$ cat src/rtl/core/ps2mt_pkg.sv
// ----------------------------------------------------------------------------
// ps2mt_pkg
// Shared types, codes and helpers for the PS/2 mouse packet tracker.
// ----------------------------------------------------------------------------
package ps2mt_pkg;

  // Stored cursor width
  localparam int POS_WIDTH = 16;
  // Field widths fixed by the interface
  localparam int REG_W     = 16;
  localparam int OUT_POS_W = 16;
  localparam int BYTE_W    = 8;
  localparam int BTN_W     = 3;
  localparam int CFG_IDX_W = 2;

  // Working width for clamp and delta math: wide enough for the clamp
  // registers and the stored cursor, plus headroom for one add
  localparam int EXT_W = ((POS_WIDTH > REG_W) ? POS_WIDTH : REG_W) + 2;

  localparam logic signed [EXT_W-1:0] POS_MAX = EXT_W'((64'sd1 <<< (POS_WIDTH - 1)) - 64'sd1);
  localparam logic signed [EXT_W-1:0] POS_MIN = -POS_MAX - EXT_W'(1);

  localparam logic [REG_W-1:0] MIN_Y_RESET = REG_W'(12);

  // Position of the next byte within a packet
  typedef enum logic [1:0] {
    PH_BTN = 2'd0,
    PH_DX  = 2'd1,
    PH_DY  = 2'd2
  } phase_t;

  typedef enum logic {
    EV_EDGE = 1'b0,
    EV_MOVE = 1'b1
  } ev_kind_t;

  typedef enum logic [CFG_IDX_W-1:0] {
    CFG_CLICK_EN = 2'd0,
    CFG_MOVE_EN  = 2'd1,
    CFG_MIN_X    = 2'd2,
    CFG_MIN_Y    = 2'd3
  } cfg_idx_t;

  // Saturate a working-width value into the stored cursor width
  function automatic logic [POS_WIDTH-1:0] sat_pos(input logic signed [EXT_W-1:0] v);
    logic [POS_WIDTH-1:0] r;
    if (v > POS_MAX) begin
      r = POS_MAX[POS_WIDTH-1:0];
    end else if (v < POS_MIN) begin
      r = POS_MIN[POS_WIDTH-1:0];
    end else begin
      r = v[POS_WIDTH-1:0];
    end
    return r;
  endfunction

  // Sign-extend a stored cursor value to the working width
  function automatic logic signed [EXT_W-1:0] ext_pos(input logic [POS_WIDTH-1:0] p);
    return EXT_W'($signed(p));
  endfunction

  // Sign-extend a clamp register to the working width
  function automatic logic signed [EXT_W-1:0] ext_reg(input logic [REG_W-1:0] p);
    return EXT_W'($signed(p));
  endfunction

  // Reported position: low bits of the sign-extended stored value
  function automatic logic [OUT_POS_W-1:0] rep_pos(input logic [POS_WIDTH-1:0] p);
    logic signed [EXT_W-1:0] e;
    e = EXT_W'($signed(p));
    return e[OUT_POS_W-1:0];
  endfunction

endpackage

$ cat src/rtl/core/ps2_mouse_packet_tracker_top.sv
// ----------------------------------------------------------------------------
// ps2_mouse_packet_tracker_top
// Groups PS/2 mouse bytes into packets, tracks the cursor, reports events.
// ----------------------------------------------------------------------------
// Usage:
//   Input channel (in_valid / in_stall / in_rx_byte) carries one received
//   mouse byte per beat. Bytes are taken as packets of three by position:
//   buttons, x delta, y delta. The result channel (out_valid / out_stall /
//   out_*) carries at most one event per byte: a button edge event on a
//   button byte (click reporting on) or a move event on a y-delta byte
//   (move reporting on). Other bytes produce no beat.
//   Pipeline: input register -> update logic -> output register. An accepted
//   byte waits in the input register until the output register is free; it
//   is then processed and its event, if any, loads the output register.
//   Throughput: one byte per cycle, bounded by the single output register.
//   While a result waits under out_stall, one more byte is still taken into
//   the input register; after that in_stall rises until the result drains.
//   Configuration: cfg_we / cfg_index / cfg_wdata, written while idle.
//   Reset (rst_n low, synchronous): both channels empty, packet position
//   at the button byte, cursor at zero, no button held, reporting off,
//   min_x = 0, min_y = 12.
// ----------------------------------------------------------------------------
module ps2_mouse_packet_tracker_top (
  input  logic                            clk,
  input  logic                            rst_n,
  // configuration
  input  logic                            cfg_we,
  input  logic [ps2mt_pkg::CFG_IDX_W-1:0] cfg_index,
  input  logic [ps2mt_pkg::REG_W-1:0]     cfg_wdata,
  // byte input
  input  logic                            in_valid,
  output logic                            in_stall,
  input  logic [ps2mt_pkg::BYTE_W-1:0]    in_rx_byte,
  // event output
  output logic                            out_valid,
  input  logic                            out_stall,
  output logic                            out_event_kind,
  output logic [ps2mt_pkg::OUT_POS_W-1:0] out_pos_x,
  output logic [ps2mt_pkg::OUT_POS_W-1:0] out_pos_y,
  output logic                            out_pressed,
  output logic [ps2mt_pkg::BTN_W-1:0]     out_buttons
);

  // configuration registers
  logic                        click_en_r;
  logic                        move_en_r;
  logic [ps2mt_pkg::REG_W-1:0] min_x_r;
  logic [ps2mt_pkg::REG_W-1:0] min_y_r;

  // input register
  logic                         in_vld_r;
  logic [ps2mt_pkg::BYTE_W-1:0] in_byte_r;

  // tracker state
  ps2mt_pkg::phase_t                phase_r, phase_nxt;
  logic [ps2mt_pkg::BYTE_W-1:0]     dx_r, dx_nxt;
  logic [ps2mt_pkg::POS_WIDTH-1:0]  cur_x_r, cur_x_nxt;
  logic [ps2mt_pkg::POS_WIDTH-1:0]  cur_y_r, cur_y_nxt;
  logic                             held_r, held_nxt;
  logic [ps2mt_pkg::BTN_W-1:0]      btn_r, btn_nxt;

  // output register
  logic                            out_valid_r;
  ps2mt_pkg::ev_kind_t             out_kind_r;
  logic [ps2mt_pkg::OUT_POS_W-1:0] out_x_r, out_y_r;
  logic                            out_pressed_r;
  logic [ps2mt_pkg::BTN_W-1:0]     out_btn_r;

  // event built for the byte in the input register
  logic                 ev_fire;
  ps2mt_pkg::ev_kind_t  ev_kind;
  logic                 ev_pressed;

  logic adv;   // output register can load this cycle
  logic proc;  // byte in the input register is processed this cycle

  logic                               any_btn;
  logic signed [ps2mt_pkg::EXT_W-1:0] clamp_x, clamp_y;

  assign adv      = !out_valid_r || !out_stall;
  assign proc     = in_vld_r && adv;
  assign in_stall = in_vld_r && !adv;

  // configuration writes
  always_ff @(posedge clk) begin
    if (!rst_n) begin
      click_en_r <= 1'b0;
      move_en_r  <= 1'b0;
      min_x_r    <= '0;
      min_y_r    <= ps2mt_pkg::MIN_Y_RESET;
    end else if (cfg_we) begin
      case (cfg_index)
        ps2mt_pkg::CFG_CLICK_EN: click_en_r <= cfg_wdata[0];
        ps2mt_pkg::CFG_MOVE_EN:  move_en_r  <= cfg_wdata[0];
        ps2mt_pkg::CFG_MIN_X:    min_x_r    <= cfg_wdata;
        ps2mt_pkg::CFG_MIN_Y:    min_y_r    <= cfg_wdata;
        default: ;
      endcase
    end
  end

  // input register
  always_ff @(posedge clk) begin
    if (!rst_n) begin
      in_vld_r <= 1'b0;
    end else if (in_valid && !in_stall) begin
      in_vld_r <= 1'b1;
    end else if (proc) begin
      in_vld_r <= 1'b0;
    end
  end

  always_ff @(posedge clk) begin
    if (in_valid && !in_stall) begin
      in_byte_r <= in_rx_byte;
    end
  end

  // per-byte update
  always_comb begin
    phase_nxt  = phase_r;
    dx_nxt     = dx_r;
    cur_x_nxt  = cur_x_r;
    cur_y_nxt  = cur_y_r;
    held_nxt   = held_r;
    btn_nxt    = btn_r;
    ev_fire    = 1'b0;
    ev_kind    = ps2mt_pkg::EV_EDGE;
    ev_pressed = 1'b0;
    any_btn    = 1'b0;
    clamp_x    = ps2mt_pkg::ext_pos(cur_x_r);
    clamp_y    = ps2mt_pkg::ext_pos(cur_y_r);

    case (phase_r)
      ps2mt_pkg::PH_DX: begin
        dx_nxt    = in_byte_r;
        phase_nxt = ps2mt_pkg::PH_DY;
      end
      ps2mt_pkg::PH_DY: begin
        // report the position before the update
        ev_fire = move_en_r;
        ev_kind = ps2mt_pkg::EV_MOVE;
        // clamp to the minimum first, then apply the deltas
        if (clamp_x < ps2mt_pkg::ext_reg(min_x_r)) begin
          clamp_x = ps2mt_pkg::ext_pos(ps2mt_pkg::sat_pos(ps2mt_pkg::ext_reg(min_x_r)));
        end
        if (clamp_y < ps2mt_pkg::ext_reg(min_y_r)) begin
          clamp_y = ps2mt_pkg::ext_pos(ps2mt_pkg::sat_pos(ps2mt_pkg::ext_reg(min_y_r)));
        end
        cur_x_nxt = ps2mt_pkg::sat_pos(clamp_x + ps2mt_pkg::EXT_W'($signed(dx_r)));
        cur_y_nxt = ps2mt_pkg::sat_pos(clamp_y - ps2mt_pkg::EXT_W'($signed(in_byte_r)));
        phase_nxt = ps2mt_pkg::PH_BTN;
      end
      default: begin
        // button byte; the unused phase code is treated the same way
        btn_nxt = in_byte_r[ps2mt_pkg::BTN_W-1:0];
        any_btn = |btn_nxt;
        if (click_en_r && (held_r != any_btn)) begin
          held_nxt   = any_btn;
          ev_fire    = 1'b1;
          ev_kind    = ps2mt_pkg::EV_EDGE;
          ev_pressed = any_btn;
        end
        phase_nxt = ps2mt_pkg::PH_DX;
      end
    endcase
  end

  // tracker state
  always_ff @(posedge clk) begin
    if (!rst_n) begin
      phase_r <= ps2mt_pkg::PH_BTN;
      dx_r    <= '0;
      cur_x_r <= '0;
      cur_y_r <= '0;
      held_r  <= 1'b0;
      btn_r   <= '0;
    end else if (proc) begin
      phase_r <= phase_nxt;
      dx_r    <= dx_nxt;
      cur_x_r <= cur_x_nxt;
      cur_y_r <= cur_y_nxt;
      held_r  <= held_nxt;
      btn_r   <= btn_nxt;
    end
  end

  // output register
  always_ff @(posedge clk) begin
    if (!rst_n) begin
      out_valid_r <= 1'b0;
    end else if (adv) begin
      out_valid_r <= proc && ev_fire;
    end
  end

  // events carry the pre-update cursor and the latest button bits
  always_ff @(posedge clk) begin
    if (proc && ev_fire) begin
      out_kind_r    <= ev_kind;
      out_x_r       <= ps2mt_pkg::rep_pos(cur_x_r);
      out_y_r       <= ps2mt_pkg::rep_pos(cur_y_r);
      out_pressed_r <= ev_pressed;
      out_btn_r     <= btn_nxt;
    end
  end

  assign out_valid      = out_valid_r;
  assign out_event_kind = out_kind_r;
  assign out_pos_x      = out_x_r;
  assign out_pos_y      = out_y_r;
  assign out_pressed    = out_pressed_r;
  assign out_buttons    = out_btn_r;

  // assertions
  a_move_on_dy: assert property (@(posedge clk) disable iff (!rst_n)
    (proc && ev_fire && ev_kind == ps2mt_pkg::EV_MOVE) |-> phase_r == ps2mt_pkg::PH_DY)
    else $error("move event outside y-delta byte");

  a_dx_then_dy: assert property (@(posedge clk) disable iff (!rst_n)
    (proc && phase_r == ps2mt_pkg::PH_DX) |=> phase_r == ps2mt_pkg::PH_DY)
    else $error("packet position did not advance after x delta");

  a_stall_cause: assert property (@(posedge clk) disable iff (!rst_n)
    in_stall |-> (in_vld_r && out_valid_r && out_stall))
    else $error("input stalled without a blocked result");

  a_held_edge: assert property (@(posedge clk) disable iff (!rst_n)
    (held_r != $past(held_r)) |-> (out_valid_r && out_kind_r == ps2mt_pkg::EV_EDGE
                                   && out_pressed_r == held_r))
    else $error("held flag changed without an edge event");

endmodule
$ cat config.mk
export PLATFORM = sky130hd
export DESIGN_NAME = ps2_mouse_packet_tracker_top
export DESIGN_NICKNAME = d
export VERILOG_FILES = /design/src/rtl/core/ps2mt_pkg.sv /design/src/rtl/core/ps2_mouse_packet_tracker_top.sv
export SDC_FILE = /design/constraint.sdc
export NUM_CORES = 1
export LEC_CHECK = 0
export CAP_MARGIN = 20
export CORE_ASPECT_RATIO = 0.8
export CORE_MARGIN = 4
export CORE_UTILIZATION = 40
export CTS_CLUSTER_DIAMETER = 80
export DETAILED_ROUTE_END_ITERATION = 16
export DONT_BUFFER_PORTS = 1
export PLACE_DENSITY = 0.54
export RECOVER_POWER = 25
export REMOVE_ABC_BUFFERS = 1
export SYNTH_ARGS = -nofsm -noshare
export SYNTH_HDL_FRONTEND = slang
export SYNTH_SLANG_ARGS = --single-unit
$ cat constraint.sdc
create_clock -name clk -period 12.3 [get_ports clk]
set_input_delay 1.23 -clock clk [delete_from_list [all_inputs] [get_ports clk]]
set_output_delay 1.23 -clock clk [all_outputs]
set_load 0.01 [all_outputs]
-- Word level (Yosys, flattened, before mapping)
Index checks and enable logic that the tools add are counted.
- flip-flop bits (word level): 127
- $add $sub $neg: 2
- order comparisons: 10
- eq/ne operators: 6
- muxes and demuxes: 19
- bitwise logic cells: 2
- reductions and logical operators: 22
- operators by type and width (operator ; number):
    two-way mux 16 bit ; 8
    two-way mux 18 bit ; 4
    > comparator 18 x 16 -> 1 bit, second input constant ; 2
    less-than comparator 18 x 16 -> 1 bit, second input constant ; 2
    > comparator 16 bit, second input constant ; 2
    less-than comparator 16 bit ; 2
    less-than comparator 16 bit, second input constant ; 2
    adder 18 x 8 -> 18 bit ; 1
    subtractor 18 x 8 -> 18 bit ; 1
    AND reduction 2 bit ; 6
    == test 2 bit, second input constant ; 3
    OR reduction 3 bit ; 2
    logical AND 1 bit ; 5
    == test 2 x 1 -> 1 bit, second input constant ; 2
    zero test 1 bit ; 4
    two-way mux 1 bit ; 4
    case mux 2 bit (2 select lines) ; 1
    two-way mux 3 bit ; 1
    AND reduction 3 bit ; 1
    zero test 2 bit ; 1
    NOT 1 bit ; 2
    case mux 1 bit (2 select lines) ; 1
    nonzero test 2 bit ; 1
    OR reduction 2 bit ; 1
    2 further kinds ; 2

-- Depth between registers and ports, before layout
- word-level depth: 9
- gate-level depth with buffers: 22

-- Worst setup path before layout
OpenSTA, ideal clock, no wires.
- path type: register to register
- from: reg min_x_r[9] in the netlist's numbering
- to: reg cur_x_r[10] in the netlist's numbering
- setup time: 60 ps
- arrival: 4646 ps
- setup slack: 7595 ps
- stages on the path, launching flop included: 22
- buffers on the path: 2
- clock period less this slack: 4705 ps
- cell sequence: dfxtp_1 > inv_1 > ha_1 > a21o_1 > a21o_1 > a21oi_1 > nor2_1 > a211oi_1 > and2_0 > clkbuf_1 > o211ai_1 > ha_1 > fa_1 > a211o_1 > o211ai_2 > a22oi_2 > a31oi_4 > o21ai_0 > a21o_1 > a2111oi_4 > buf_6 > a221o_1
- longest elaborated chain between the ends: 9
- RTL lines (element ; line ; RTL):
    from (decl) ; ps2_mouse_packet_tracker_top.sv:47 ; logic [ps2mt_pkg::REG_W-1:0] min_x_r;
    from (signal assigned) ; ps2_mouse_packet_tracker_top.sv:95 ; ps2mt_pkg::CFG_MIN_X: min_x_r <= cfg_wdata;
    less-than comparator 16 bit ; ps2mt_pkg.sv:49 ; end else if (v < POS_MIN) begin
    two-way mux 16 bit ; ps2mt_pkg.sv:49 ;
    two-way mux 16 bit ; ps2mt_pkg.sv:47 ; if (v > POS_MAX) begin
    two-way mux 18 bit (*) ; ps2_mouse_packet_tracker_top.sv:144 ; if (clamp_x < ps2mt_pkg::ext_reg(min_x_r)) begin
    two-way mux 18 bit (*) ; ps2_mouse_packet_tracker_top.sv:134 ; case (phase_r)
    adder 18 x 8 -> 18 bit (*) ; ps2_mouse_packet_tracker_top.sv:150 ; cur_x_nxt = ps2mt_pkg::sat_pos(clamp_x + ps2mt_pkg::EXT_W'($signed(dx_r)));
    less-than comparator 18 x 16 -> 1 bit ; ps2mt_pkg.sv:49 ;
    two-way mux 16 bit ; ps2mt_pkg.sv:49 ;
    two-way mux 16 bit (*) ; ps2mt_pkg.sv:47 ;
    to (signal assigned) ; ps2_mouse_packet_tracker_top.sv:181 ; cur_x_r <= cur_x_nxt;
    to (decl) ; ps2_mouse_packet_tracker_top.sv:57 ; logic [ps2mt_pkg::POS_WIDTH-1:0] cur_x_r, cur_x_nxt;
Every way passes the cells marked *; elsewhere a longest branch is shown, timed or not. The select of a mux whose other input is x is not followed.
A chain may end at the register's enable or synchronous reset.

-- Final worst setup path
- from: reg min_x_r[9] in the netlist's numbering
- to: reg cur_x_r[1] in the netlist's numbering
Same word-level chain as after synthesis.

==> flow_metrics.tcl <==
set metrics [dict create \
    grt_antenna_before_repair 3 \
    path_cells "inv_1, ha_1, a21o_1, a21o_1, a21oi_1, nor2_1, a211oi_1, buf_4, and2_0, o211ai_1, ha_1, fa_1, a211o_1, o211ai_2, a22oi_2, a31oi_4, o21ai_0, a21o_1, a2111oi_4, a221o_1" \
    grt_use_total 0.186 \
    final-max-slew-violation-count 0 \
    drt_iter0_drc 542 \
    grt.overflow.total 0 \
    postSynthAreaPerCell_um2 9.49 \
    cts_buffers 17 \
    slew_headroom 0.248 \
    synth_cell_types 67 \
    via_count 5941 \
    drv_cap 0 \
    cp-end-kind "flop" \
    ctsHoldBuffers 0 \
    h-tree-depth 4 \
    cts_root_buf "clkbuf_16" \
    r2r_start "min_x_r[9]$_SDFFE_PN0P_" \
    power_mw 1.10 \
    crit_path_end "cur_x_r[1]$_SDFFE_PN0P_" \
    grt_pass1_vias 5835 \
    port_buffers 0 \
    syn_inst 784 \
    start_util 0.408 \
    worstRegToRegCells 20 \
    hpwl_mm 14.3 \
    fin_hold_ws_ns 0.469 \
    synth_common_cells "133 x nand2_1, 82 x dfxtp_1, 64 x ha_1" \
    die-width_um 160 \
    ys_top_cells_by_area "dfxtp_1 22%, edfxtp_1 18%, ha_1 11%" \
    synth_edf_count 45 \
    final_cell_area_mm2 0.00831 \
    cts-resized-gates 0 \
    regToRegSetupSlack_ns 6.49 \
    hold_path_class "flop to flop" \
    hold_depth 2 \
    vdd_drop_max_mv 0.0809 \
    clock_latency_ns 0.42 \
    max_freq_ghz 0.172 \
    startpoint "min_x_r[9]$_SDFFE_PN0P_" \
    seq_area_mm2 0.00299 \
    cp.required_ns 12.66 \
    clock-sinks 127 \
    worst_pin_slew_ns 1.13 \
    layout-drive-gt1-share 0.0925 \
    setup_viol 0 \
    syn2layout_area_growth_pct 11.7 \
    hold_start "dx_r[2]$_SDFFE_PN0P_" \
    synth_top_area_cell "dfxtp_1" \
    slowest_stage "a2111oi_4" \
    worstSetupPathType "flop to flop" \
    rsz0062_at_grt "false" \
    cts_tree "built" \
    powerDensity_mw_per_mm2 133 \
    hold_viol_final 0 \
    placed_area_mm2 0.00764 \
    clk_path_buf_depth 2 \
    seq_area_frac_synth 0.402 \
    drcViolationCount 0 \
    reg2reg_to "cur_x_r[1]$_SDFFE_PN0P_" \
    synth-async-reset-ratio 0 \
    path_clk_slew_ns 0.06 \
    grt_first_pass_wirelength_mm 30.8 \
    skew_ns 0.00590 \
    routabilityCongestion 0.909 \
    worstPathMaxFanout 17 \
    cp.arrival_ns 6.17 \
    ant_nets 0 \
    io_pins 70 \
    netlist_area_mm2 0.00744 \
    yosysMostFrequentCell "nand2_1" \
    cp-start-kind "flop" \
    outcome "complete, no violations" \
    period_minus_slack_ns 5.81 \
    tns_ns 0 \
    layout.nets 873 \
    fillCellCount 1756 \
    drtPass1Iterations 5 \
    postLayoutCoreUtil 0.456 \
    synth_ff_type "dfxtp_1" \
    yosysWarnings 0 \
    p_leak_nw 3.34 \
    grt_max_degree 56 \
    wl_per_cell_um 18.3 \
    synth.ff_latch_count 127 \
    wirelength_mm 19.1 \
    multi_input_area_mm2 0.00411 \
    design.core.area_mm2 0.0182 \
    synth_top_area_frac 0.221 \
    fin_crit_sh 0.472 \
    viasPerCell 5.70 \
    slowest_delay_ns 0.90 \
    post_cts_buffers 0 \
    cp_common_cell "a21o_1" \
    die_h_um 130 \
    dieArea_mm2 0.0209 \
    row_count 44 \
]
-- layout by cell type, fill, tap and decap left out, types with 7 or more instances in the layout --
| cell type | n |
|---|---|
| a21boi_0 | 47 |
| a21o_1 | 15 |
| a21oi_1 | 32 |
| a221o_1 | 15 |
| a22oi_1 | 26 |
| and3_1 | 8 |
| buf_4 | 9 |
| clkbuf_16 | 17 |
| dfxtp_1 | 82 |
| edfxtp_1 | 45 |
| ha_1 | 64 |
| inv_1 | 44 |
| mux2_2 | 8 |
| mux2_4 | 8 |
| nand2_1 | 133 |
| nand2b_1 | 10 |
| nand3_1 | 16 |
| nand4_1 | 19 |
| nor2_1 | 19 |
| nor2b_1 | 7 |
| o211ai_1 | 23 |
| o21ai_0 | 20 |
| xnor2_1 | 13 |
| xor2_1 | 11 |
-- flip-flops by register name (all words and copies together) (netlist names), 2 cells and up --
register	flops
btn_r	3
cur_x_r	16
cur_y_r	16
dx_r	8
in_byte_r	8
min_x_r	16
min_y_r	16
out_buttons	3
out_pos_x	16
out_pos_y	16
phase_r	2
-- worst min path at each step --
stage	to	slack, ns
5_1_grt	btn_r[0]$_SDFFE_PN0P_	0.50
3_3_place_gp	btn_r[2]$_SDFFE_PN0P_	0.45
3_5_place_dp	btn_r[1]$_SDFFE_PN0P_	0.46
6_report	dx_r[2]$_SDFFE_PN0P_	0.47
2_1_floorplan	btn_r[0]$_SDFFE_PN0P_	0.44
4_1_cts	btn_r[2]$_SDFFE_PN0P_	0.47
-- final cells by class --
cell class,count,area share
clock inverter,15,0.0256
inverter,44,0.0199
tap,253,0.0381
timing repair buffer,10,0.00949
sequential,127,0.360
multi-input combinational,576,0.495
antenna,1,0.000301
clock buffer,17,0.0512
-- critical path, delay by kind of cell, from the launching register on --
| kind | cells | cell delay, ns |
|---|---|---|
| DFF | 1 | 0.36 |
| and+or+nand+nor | 2 | 0.77 |
| AOI/OAI and AO/OA | 13 | 3.24 |
| adders and majority gates | 3 | 1.02 |
| buffers and inverters | 2 | 0.34 |
-- metal layers --
layer / global-route usage / share of wire
met1: 0.245 / 0.46
met2: 0.291 / 0.44
met3: 0.0625 / 0.080
met4: 0.0637 / 0.018
met5: 0 / 0.00089
-- stage by stage --
| stage | setup WS [ns] | cells |
|---|---|---|
| 2_1_floorplan | 6.76 | 747 |
| 4_1_cts | 6.48 | 1039 |
| 6_report | 6.49 | 1043 |
| 3_3_place_gp | 6.75 | 1006 |
| 5_1_grt | 6.04 | 1043 |
| 3_5_place_dp | 6.55 | 1007 |
-- power by group --
| part | total, mW | switching (mW) | internal, mW |
|---|---|---|---|
| Combinational | 0.107 | 0.0649 | 0.0419 |
| Clock | 0.544 | 0.202 | 0.342 |
| Sequential | 0.450 | 0.00805 | 0.442 |
| Total | 1.10 | 0.275 | 0.826 |
-- logic make-up after synthesis --
logic type / synth area share
multiplexers: 0.0380
AND/OR/NAND/NOR: 0.148
flip-flops: 0.402
AO/OA/AOI/OAI: 0.224
XOR/XNOR: 0.0283
adder cells (fa/ha/maj): 0.113
buffers and inverters: 0.0461
(Power assumes the default switching activity.)
